--- src/sv/rfd_pkg.sv ---
// ----------------------------------------------------------------------------
// rfd_pkg: shared types and constants of the delimiter-flag ring FIFO
// Request and result layouts, action codes and register indexes.
// ----------------------------------------------------------------------------
package rfd_pkg;

  // Default number of physical slots in the ring.
  localparam int RFD_DEPTH = 256;

  // Field widths fixed by the interface.
  localparam int DATA_W  = 8;
  localparam int CNT_W   = 9;
  localparam int ACT_W   = 3;
  localparam int CFG_IDX_W = 2;
  localparam int CFG_DATA_W = 9;

  // Action codes carried in a request.
  localparam logic [ACT_W-1:0] ACT_PUT      = 3'd0;
  localparam logic [ACT_W-1:0] ACT_SCAN_PUT = 3'd1;
  localparam logic [ACT_W-1:0] ACT_TAKE     = 3'd2;
  localparam logic [ACT_W-1:0] ACT_PEEK     = 3'd3;
  localparam logic [ACT_W-1:0] ACT_CLEAR    = 3'd4;

  // Configuration register indexes.
  localparam logic [CFG_IDX_W-1:0] CFG_CAPACITY  = 2'd0;
  localparam logic [CFG_IDX_W-1:0] CFG_DELIMITER = 2'd1;
  localparam logic [CFG_IDX_W-1:0] CFG_IGNORE    = 2'd2;

  // Reset values of the configuration registers.
  localparam logic [DATA_W-1:0] DELIM_RESET = 8'd10;

  // One request.
  typedef struct packed {
    logic [ACT_W-1:0]  action;
    logic [DATA_W-1:0] data_in;
    logic [DATA_W-1:0] peek_offset;
  } in_t;

  // One result.
  typedef struct packed {
    logic              accepted;
    logic [DATA_W-1:0] read_data;
    logic              read_valid;
    logic [CNT_W-1:0]  fill_count;
    logic [CNT_W-1:0]  free_space;
    logic              token_seen;
  } out_t;

endpackage

--- src/sv/ring_fifo_with_delimiter_flag_unit.sv ---
// ----------------------------------------------------------------------------
// ring_fifo_with_delimiter_flag_unit: byte ring FIFO with a delimiter flag
// Put, scan-put, take, peek and clear on a ring of byte slots in one RAM.
// ----------------------------------------------------------------------------
// Usage:
//   A request (in_req) is taken at a rising edge with start high and busy
//   low. Every request is handled without a stall, so busy stays low and a
//   new request may be issued in every cycle: one request per clock.
//   The cursors, fill count and flag are updated at the accepting edge, and
//   the RAM read for take or peek is launched at that same edge.
//   The result appears on out_result with out_valid high in the cycle
//   after the request, for one cycle. The result is registered, and read data
//   comes from the registered read port of the slot RAM. The receiver cannot stall.
//   Configuration is written through cfg_we / cfg_index / cfg_wdata while no
//   request is in flight; writing the capacity empties the FIFO and clears
//   the flag. Indexes beyond the register list are ignored.
//   Reset (rst_n low, synchronous) empties the FIFO, clears the flag and
//   loads the capacity with DEPTH, the delimiter with 10 and turns null
//   skipping off. Slot contents are not cleared; only written slots are read.
// ----------------------------------------------------------------------------
module ring_fifo_with_delimiter_flag_unit #(
  parameter int DEPTH = rfd_pkg::RFD_DEPTH
) (
  input  logic                                clk,
  input  logic                                rst_n,
  input  logic                                start,
  output logic                                busy,
  input  rfd_pkg::in_t                        in_req,
  output logic                                out_valid,
  output rfd_pkg::out_t                       out_result,
  input  logic                                cfg_we,
  input  logic [rfd_pkg::CFG_IDX_W-1:0]       cfg_index,
  input  logic [rfd_pkg::CFG_DATA_W-1:0]      cfg_wdata
);

  import rfd_pkg::*;

  localparam int AW = (DEPTH > 1) ? $clog2(DEPTH) : 1;
  // Width that holds an index sum and the capacity without overflow.
  localparam int IW = ((AW > CNT_W) ? AW : CNT_W) + 1;

  // Architectural state.
  logic [AW-1:0]     rd_idx_r, rd_idx_nxt;
  logic [AW-1:0]     wr_idx_r, wr_idx_nxt;
  logic [CNT_W-1:0]  cnt_r, cnt_nxt;
  logic              flag_r, flag_nxt;
  logic [CNT_W-1:0]  cap_cfg_r;
  logic [DATA_W-1:0] delim_r;
  logic              ignore_r;

  // Result staging.
  logic              out_valid_r;
  out_t              res_r, res_nxt;

  // RAM ports.
  logic              ram_we;
  logic              ram_re;
  logic [AW-1:0]     ram_raddr;
  logic [DATA_W-1:0] ram_q;

  logic              req_acc;
  logic [CNT_W-1:0]  cap;
  logic [IW-1:0]     peek_sum;
  logic [AW-1:0]     peek_addr;

  // Cursor step with wrap at the capacity in use.
  function automatic logic [AW-1:0] step_idx(input logic [AW-1:0] idx,
                                             input logic [CNT_W-1:0] c);
    logic [IW-1:0] n;
    n = IW'(idx) + IW'(1);
    return (n >= IW'(c)) ? '0 : n[AW-1:0];
  endfunction

  assign busy    = 1'b0;
  assign req_acc = start && !busy;

  // Effective capacity: zero acts as one, above DEPTH acts as DEPTH.
  always_comb begin
    if (cap_cfg_r == '0) begin
      cap = CNT_W'(1);
    end else if (32'(cap_cfg_r) > DEPTH) begin
      cap = CNT_W'(DEPTH);
    end else begin
      cap = cap_cfg_r;
    end
  end

  // Peek position, wrapped once at the capacity.
  always_comb begin
    peek_sum = IW'(rd_idx_r) + IW'(in_req.peek_offset);
    if (peek_sum >= IW'(cap)) begin
      peek_sum = peek_sum - IW'(cap);
    end
    peek_addr = peek_sum[AW-1:0];
  end

  // Request decode and next state.
  always_comb begin
    rd_idx_nxt = rd_idx_r;
    wr_idx_nxt = wr_idx_r;
    cnt_nxt    = cnt_r;
    flag_nxt   = flag_r;
    ram_we     = 1'b0;
    ram_re     = 1'b0;
    ram_raddr  = rd_idx_r;
    res_nxt    = '0;
    if (req_acc) begin
      case (in_req.action)
        ACT_PUT: begin
          if (cnt_r < cap) begin
            ram_we             = 1'b1;
            res_nxt.accepted   = 1'b1;
          end
        end
        ACT_SCAN_PUT: begin
          if (cnt_r < cap) begin
            if (!(ignore_r && in_req.data_in == '0)) begin
              ram_we           = 1'b1;
              res_nxt.accepted = 1'b1;
            end
            if (in_req.data_in == delim_r) begin
              flag_nxt = 1'b1;
            end
          end
        end
        ACT_TAKE: begin
          if (cnt_r != '0) begin
            ram_re             = 1'b1;
            rd_idx_nxt         = step_idx(rd_idx_r, cap);
            cnt_nxt            = cnt_r - CNT_W'(1);
            flag_nxt           = 1'b0;
            res_nxt.accepted   = 1'b1;
            res_nxt.read_valid = 1'b1;
          end
        end
        ACT_PEEK: begin
          if (CNT_W'(in_req.peek_offset) < cnt_r) begin
            ram_re             = 1'b1;
            ram_raddr          = peek_addr;
            res_nxt.accepted   = 1'b1;
            res_nxt.read_valid = 1'b1;
          end
        end
        ACT_CLEAR: begin
          rd_idx_nxt = '0;
          wr_idx_nxt = '0;
          cnt_nxt    = '0;
          flag_nxt   = 1'b0;
        end
        default: begin
        end
      endcase
      // A stored byte advances the write cursor and the count.
      if (ram_we) begin
        wr_idx_nxt = step_idx(wr_idx_r, cap);
        cnt_nxt    = cnt_r + CNT_W'(1);
      end
    end
    res_nxt.fill_count = cnt_nxt;
    res_nxt.free_space = cap - cnt_nxt;
    res_nxt.token_seen = flag_nxt;
    // A capacity write restarts the ring empty.
    if (cfg_we && cfg_index == CFG_CAPACITY) begin
      rd_idx_nxt = '0;
      wr_idx_nxt = '0;
      cnt_nxt    = '0;
      flag_nxt   = 1'b0;
    end
  end

  // State, configuration and result registers.
  always_ff @(posedge clk) begin
    if (!rst_n) begin
      rd_idx_r    <= '0;
      wr_idx_r    <= '0;
      cnt_r       <= '0;
      flag_r      <= 1'b0;
      cap_cfg_r   <= CNT_W'(DEPTH);
      delim_r     <= DELIM_RESET;
      ignore_r    <= 1'b0;
      out_valid_r <= 1'b0;
    end else begin
      rd_idx_r    <= rd_idx_nxt;
      wr_idx_r    <= wr_idx_nxt;
      cnt_r       <= cnt_nxt;
      flag_r      <= flag_nxt;
      out_valid_r <= req_acc;
      if (cfg_we) begin
        case (cfg_index)
          CFG_CAPACITY:  cap_cfg_r <= cfg_wdata[CNT_W-1:0];
          CFG_DELIMITER: delim_r   <= cfg_wdata[DATA_W-1:0];
          CFG_IGNORE:    ignore_r  <= cfg_wdata[0];
          default: begin
          end
        endcase
      end
    end
  end

  // Result payload needs no reset.
  always_ff @(posedge clk) begin
    res_r <= res_nxt;
  end

  // Slot storage.
  rfd_ram #(
    .WIDTH (DATA_W),
    .DEPTH (DEPTH)
  ) u_slots (
    .clk   (clk),
    .we    (ram_we),
    .waddr (wr_idx_r),
    .wdata (in_req.data_in),
    .re    (ram_re),
    .raddr (ram_raddr),
    .rdata (ram_q)
  );

  // Result assembly: read data comes straight from the RAM output.
  assign out_valid = out_valid_r;
  always_comb begin
    out_result           = res_r;
    out_result.read_data = res_r.read_valid ? ram_q : '0;
  end

`ifndef SYNTH
  // Every accepted request yields exactly one result in the next cycle.
  a_result_follows: assert property (@(posedge clk) disable iff (!rst_n)
    (start && !busy) |=> out_valid)
    else $error("missing result after accepted request");

  a_no_spurious: assert property (@(posedge clk) disable iff (!rst_n)
    !(start && !busy) |=> !out_valid)
    else $error("result without request");

  // The fill count never exceeds the capacity in use.
  a_cnt_bound: assert property (@(posedge clk) disable iff (!rst_n)
    cnt_r <= cap)
    else $error("fill count above capacity");

  // Both cursors stay inside the ring in use.
  a_idx_bound: assert property (@(posedge clk) disable iff (!rst_n)
    (IW'(wr_idx_r) < IW'(cap)) && (IW'(rd_idx_r) < IW'(cap)))
    else $error("cursor outside ring");

  // A take from a non-empty FIFO removes one entry and clears the flag.
  a_take_effect: assert property (@(posedge clk) disable iff (!rst_n)
    (start && !busy && !cfg_we && in_req.action == ACT_TAKE && cnt_r != '0)
    |=> (cnt_r == $past(cnt_r) - CNT_W'(1)) && !flag_r)
    else $error("take did not remove an entry");
`endif

endmodule

--- src/sv/rfd_ram.sv ---
// ----------------------------------------------------------------------------
// rfd_ram: generic single-clock RAM
// One write port and one read port; read data is registered.
// ----------------------------------------------------------------------------
module rfd_ram #(
  parameter int WIDTH = 8,
  parameter int DEPTH = 256,
  localparam int AW = (DEPTH > 1) ? $clog2(DEPTH) : 1
) (
  input  logic             clk,
  input  logic             we,
  input  logic [AW-1:0]    waddr,
  input  logic [WIDTH-1:0] wdata,
  input  logic             re,
  input  logic [AW-1:0]    raddr,
  output logic [WIDTH-1:0] rdata
);

  logic [WIDTH-1:0] mem [DEPTH];

  // Write port.
  always_ff @(posedge clk) begin
    if (we) begin
      mem[waddr] <= wdata;
    end
  end

  // Registered read port.
  always_ff @(posedge clk) begin
    if (re) begin
      rdata <= mem[raddr];
    end
  end

endmodule

--- config.mk ---
export PLATFORM = sky130hd
export DESIGN_NAME = ring_fifo_with_delimiter_flag_unit
export DESIGN_NICKNAME = d
export VERILOG_FILES = /design/src/sv/rfd_pkg.sv /design/src/sv/ring_fifo_with_delimiter_flag_unit.sv /design/src/sv/rfd_ram.sv
export SDC_FILE = /design/constraint.sdc
export NUM_CORES = 2
export LEC_CHECK = 0
export ABC_CLOCK_PERIOD_IN_PS = 4400
export BUFFER_PORTS_ARGS = -buffer_cell sky130_fd_sc_hd__buf_2
export CELL_PAD_IN_SITES_DETAIL_PLACEMENT = 0
export CELL_PAD_IN_SITES_GLOBAL_PLACEMENT = 1
export CORE_AREA = 2 2 548 550
export CTS_BUF_LIST = sky130_fd_sc_hd__clkbuf_4
export CTS_CLUSTER_DIAMETER = 30
export CTS_CLUSTER_SIZE = 16
export DETAILED_ROUTE_END_ITERATION = 8
export DIE_AREA = 0 0 550 552
export PLACE_DENSITY_LB_ADDON = 0.3
export SLEW_MARGIN = 20
export SYNTH_ARGS = -nofsm -noshare
export SYNTH_HDL_FRONTEND = slang
export SYNTH_SLANG_ARGS = --single-unit
--- constraint.sdc ---
create_clock -name clk -period 4.4 [get_ports clk]
set_input_delay 0.22 -clock clk [delete_from_list [all_inputs] [get_ports clk]]
set_output_delay 0.22 -clock clk [all_outputs]
set_load 0.02 [all_outputs]
* Yosys cells after proc, flatten, opt, wreduce, memory -nomap -nowiden *
Memory sizes are Yosys's and may differ from the RTL's. A register that Yosys moved wholly into a read port is not among the register bits.
Index checks and enable logic that the tools add are counted.

word-level totals
  memory bits (writable) = 2048
  output and inout port bits = 31
  bits of input ports = 34
  word-level logic and storage cells = 86
  bits in registers = 66
  memories = 1

memories
  memory       words  width  rd ports  clocked after Yosys merged registers in  wr ports  RTL line       RTL
  u_slots.mem  256    8      1         1                                        1         rfd_ram.sv:19  logic [WIDTH-1:0] mem [DEPTH];

cells by class
  order comparisons = 6
  muxes and demuxes = 35
  bitwise logic cells = 1
  reductions and logical operators = 15
  eq/ne operators = 8
  $add $sub $neg = 7

operator list
  operator                                                             count
  8-bit 2-to-1 mux                                                     10
  9-bit 2-to-1 mux                                                     5
  9-bit greater-or-equal comparator                                    3
  8-bit by 1-bit adder with 9-bit output (second input constant)       2
  9-bit one-hot mux with 2 select lines                                1
  8-bit one-hot mux with 2 select lines                                1
  1-bit 2-to-1 mux                                                     14
  8-bit by 8-bit adder with 9-bit output                               1
  9-bit by 1-bit adder with 9-bit output (second input constant)       1
  9-bit > comparator (second input constant)                           1
  9-bit logical NOT                                                    1
  8-bit by 9-bit less-than comparator with 1-bit output                1
  9-bit less-than comparator                                           1
  9-bit nonzero test                                                   1
  9-bit by 1-bit subtractor with 9-bit output (second input constant)  1
  9-bit subtractor                                                     1
  8-bit == test                                                        1
  8-bit logical NOT                                                    1
  2-bit AND reduction                                                  4
  8-bit subtractor                                                     1
  3-bit by 2-bit == test with 1-bit output (second input constant)     2
  1-bit one-hot mux with 2 select lines                                2
  1-bit one-hot mux with 4 select lines                                1
  2-bit nonzero test                                                   2
  12 further kinds                                                     13

* Logic depth before layout (Yosys ltp) *
  depth after elaboration = 10
  gate-level depth with buffers = 26
  mapped depth without buffers = 21

* Cells and area by module *
From an unflattened synthesis, not the netlist that was laid out.

second synthesis, totals
  cells, all modules = 4320
  area total of the unflattened synthesis = 84652.4 µm²

modules (own cells, without submodules)
  module                              cells each  instances  seq. area each (µm²)  area an instance (µm²)
  rfd_ram                             3733        1          61739.2               79636.4
  ring_fifo_with_delimiter_flag_unit  587         1          1321.3                5016.1

* Worst setup path before layout *
Ideal clock, no wire load.

  kind = register -> register
  start = register rd_idx_r[0]
  end = register u_slots.rdata[0], read port of u_slots.mem, data pin
  path buffers = 4
  data required time = 4127 ps
  slack = -283 ps
  cell stages (with the launch flop) = 24
  period minus slack after synthesis = 4683 ps
  arrival = 4410 ps
  setup time = 273 ps
  cell sequence = dfxtp_1 -> ha_1 -> inv_1 -> fa_1 -> nor2b_1 -> o21ai_0 -> a21oi_1 -> nor2_1 -> ha_1 -> or3_1 -> a21oi_1 -> a21o_2 -> a211oi_1 -> mux2i_1 -> buf_6 -> buf_2 -> buf_2 -> buf_2 -> mux2i_1 -> nand2_1 -> nand3_1 -> nand4_1 -> nor4_1 -> nor4_1

on the way
  longest elaborated chain between the ends = 6
  elaborated cells on any way between the ends = 7
  those cells by class = add/sub: 2; order compare: 1; mux: 4

RTL lines
  item                                                                   RTL line                                                                            RTL
  start: declaration                                                     ring_fifo_with_delimiter_flag_unit.sv:43                                            logic [AW-1:0] rd_idx_r, rd_idx_nxt;
  start signal: assignment                                               ring_fifo_with_delimiter_flag_unit.sv:183                                           rd_idx_r <= rd_idx_nxt;
  8-bit by 8-bit adder with 9-bit output                                 ring_fifo_with_delimiter_flag_unit.sv:90                                            peek_sum = IW'(rd_idx_r) + IW'(in_req.peek_offset);
  8-bit subtractor or 9-bit greater-or-equal comparator (tied branches)  ring_fifo_with_delimiter_flag_unit.sv:92, ring_fifo_with_delimiter_flag_unit.sv:91
  8-bit 2-to-1 mux                                                       ring_fifo_with_delimiter_flag_unit.sv:91                                            if (peek_sum >= IW'(cap)) begin
  8-bit 2-to-1 mux                                                       ring_fifo_with_delimiter_flag_unit.sv:137                                           if (CNT_W'(in_req.peek_offset) < cnt_r) begin
  8-bit 2-to-1 mux                                                       ring_fifo_with_delimiter_flag_unit.sv:108                                           case (in_req.action)
  8-bit 2-to-1 mux (*)                                                   ring_fifo_with_delimiter_flag_unit.sv:107                                           if (req_acc) begin
  end: declaration                                                       rfd_ram.sv:16                                                                       output logic [WIDTH-1:0] rdata

Every way passes the cells marked *; elsewhere a longest branch is shown, timed or not.
A chain may end at the register's enable or synchronous reset.

* Worst setup path in the final report *
  start = register rd_idx_r[0]
  end = register u_slots.rdata[3], read port of u_slots.mem, data pin

The elaborated chain is that of the path after synthesis.

==> impl_metrics.tcl <==
set metrics [dict create \
    cts_tree "yes" \
    p_clk_frac 0.431 \
    critPathMaxStageDelay_ps 560 \
    p_comb_frac 0.033 \
    hold_path.class "in2reg" \
    grt_pass1_vias 51600 \
    slew_violations 0 \
    clock_skew_ps 168 \
    crit_arrival_ps 6310 \
    hpwlAfterDp_um 169000 \
    rsz0062_at_grt "true" \
    place.port_buffers 63 \
    core.rowCount 201 \
    grt_start_max_net_pins 161 \
    crit_path_top_delay_cell "a2111oi_4" \
    syn_avg_cell_area_um2 16.8 \
    synthCells 5111 \
    grtUsageTotal 0.171 \
    utilization 0.359 \
    clock_sinks 2122 \
    synth_seq_cells 2122 \
    cp_top_family "compound AO/OA/AOI/OAI gates" \
    fmax_ghz 0.189 \
    status "finished with violations" \
    viasPerCell 4.79 \
    period_needed_ps 5290 \
    synth_seq_area_share 0.733 \
    crit_path_max_fanout 15 \
    netlist_area_mm2 0.0860 \
    synthArstFlopShare 0 \
    synthDistinctLibCells 79 \
    power_switching_mw 9.39 \
    critPathCaptureType "flip-flop" \
    synth_ff_type "edfxtp_1" \
    finalNetCount 6401 \
    clock_latency_ps 1390 \
    swShare 0.227 \
    grt_pass1_wl_um 376000 \
    crit_type "reg2reg" \
    cts.reportedPaths.clkPinSlew_ps 100 \
    start_util 0.288 \
    dieArea_mm2 0.304 \
    gp_congestion 0.813 \
    vias 50900 \
    antenna_found_initial 23 \
    cts_buffers 429 \
    post-route-period-util 1.20 \
    hold_viol 0 \
    crit_top_cell "buf_12" \
    cts_root_buf "clkbuf_4" \
    slew-limit-headroom 0.246 \
    final_common_cell "edfxtp_1" \
    fill_cells 28600 \
    power_density_mw_per_mm2 386 \
    tightest_slew_ps 1130 \
    area_delta_synth_final_pct 24.5 \
    cp.required_ps 5420 \
    synth_enable_flop_cells 2056 \
    grt_overflow 0 \
    ios 65 \
    syn_nets 5212 \
    avgRoutedWirePerCell_um 25.2 \
    drc 0 \
    drive_gt1_frac 0.312 \
    startpoint_type "flip-flop" \
    finalWirelength_um 268000 \
    worst_slack_ps -886 \
    leakage_nw 39.8 \
    die_h_um 552 \
    die_w_um 550 \
    layout_common_cells "edfxtp_1 (2,056), buf_4 (765), mux2i_1 (640)" \
    drt-initial-drc-count 4626 \
    setup-violations-final 8 \
    violations "setup timing" \
    ant_nets 0 \
    internal_power_mw 32.0 \
    htreeDepth 5 \
    sequentialPowerShare 0.536 \
    core_area_mm2 0.298 \
    max-cap-violations 0 \
    tns_ps -6770 \
    irDropWorstVdd_v 0.000229 \
    cts.path.max_buffers 4 \
    crit_buf_inv 7 \
    dr.pass1.iters 5 \
    ys_warn_count 0 \
]
==> synthesized netlist by cell type, types with 60 or more instances <==
cell type	instances	area share
edfxtp_1	2056	0.72
mux2i_1	646	0.075
nand2_1	592	0.026
nor2_1	299	0.013
mux4_2	224	0.059
nand3_1	204	0.012
buf_2	105	0.0061
clkbuf_1	90	0.0039
a22oi_1	88	0.0077
nand4_1	73	0.0053
dfxtp_1	66	0.015
ha_1	64	0.0093
a21oi_1	62	0.0036
a32oi_1	60	0.0061
buf_4	60	0.0052
==> area by class of cell <==
cell class	count	area, µm²	area share
inverters	45	169	0.00158
repair buffers	1042	9750	0.0911
diodes	11	27.5	0.000257
multi-input cells	2660	22100	0.207
well taps	3958	4950	0.0463
flip-flops and latches	2122	63100	0.589
clock inverters	306	3300	0.0308
clock buffers	487	3660	0.0342
==> sequential cells by signal, indices dropped and copies added (netlist names) <==
name / cells
cap_cfg_r: 9
cnt_r: 9
delim_r: 8
flag_r: 1
ignore_r: 1
out_result: 21
out_valid: 1
rd_idx_r: 8
u_slots.mem: 2048
u_slots.rdata: 8
wr_idx_r: 8
==> worst paths after layout <==
check                                               from  slack, ps                            to  depth (start not counted)
worst max register to register  rd_idx_r[0]$_SDFFE_PP0P_       -890    u_slots.rdata[3]$_DFFE_PP_                         27
worst min-delay path                           in_req[9]        140  u_slots.mem[83][1]$_DFFE_PP_                          3
worst min register to register   delim_r[7]$_SDFFE_PN0P_        540       delim_r[7]$_SDFFE_PN0P_                          2
worst max-delay path            rd_idx_r[0]$_SDFFE_PP0P_       -890    u_slots.rdata[3]$_DFFE_PP_                         27
==> what timing repair did <==
item / in CTS / in global routing
hold buffers: 70 / 0
buffers inserted: 35 / 31
cloned: 7 / 7
resized for setup: 102 / 80
hold endpoints to repair: 1171 / 0
endpoints found under the setup margin: 11 / 47
pin swaps: 44 / 42
==> routing by layer <==
| layer | track usage | vias to the layer above | routed length, µm |
|---|---|---|---|
| met3 | 0.0253 | 378 | 15000 |
| met4 | 0.0430 | 6 | 5740 |
| met1 | 0.231 | 26200 | 116000 |
| li1 | - | 22700 | - |
| met5 | 0 | - | 38 |
| met2 | 0.287 | 1618 | 131000 |
==> stage by stage <==
step	hold slack, ps	std cells	cell area (µm²)	power [mW]	setup slack (ps)
final	137	10600	107000	41.3	-886
after global routing	101	10600	107000	42.8	-1070
after CTS	14.1	10600	106000	41.8	-907
after detailed placement	485	9680	97500	23.9	-1430
after global placement	482	9680	97400	23.9	-1610
after floorplan	319	5111	86200	23.1	-173
==> power groups by stage <==
| stage | sequential [mW] | clock, mW | combinational [mW] |
|---|---|---|---|
| 6_report | 22.2 | 17.8 | 1.37 |
| 5_1_grt | 22.2 | 19.2 | 1.47 |
| 4_1_cts | 22.2 | 18.3 | 1.37 |
| 3_5_place_dp | 22.6 | 0 | 1.27 |
| 3_3_place_gp | 22.6 | 0 | 1.25 |
| 2_1_floorplan | 22.6 | 0 | 0.442 |
==> logic make-up after synthesis <==
logic type	after synthesis	share of synthesized area
flip-flops	2122	0.733
AND/OR/NAND/NOR	1322	0.0673
multiplexers	872	0.134
AO/OA/AOI/OAI	365	0.0319
buffers and inverters	329	0.0200
adder cells (fa/ha/maj)	68	0.0101
XOR/XNOR	32	0.00326
other	1	0.0000436
==> worst min-delay path, stage by stage <==
cell	delay, ps
dlygate4sd3_1	560
buf_8	150
buf_4	260
Note: power is estimated with default switching activity, not from simulation.
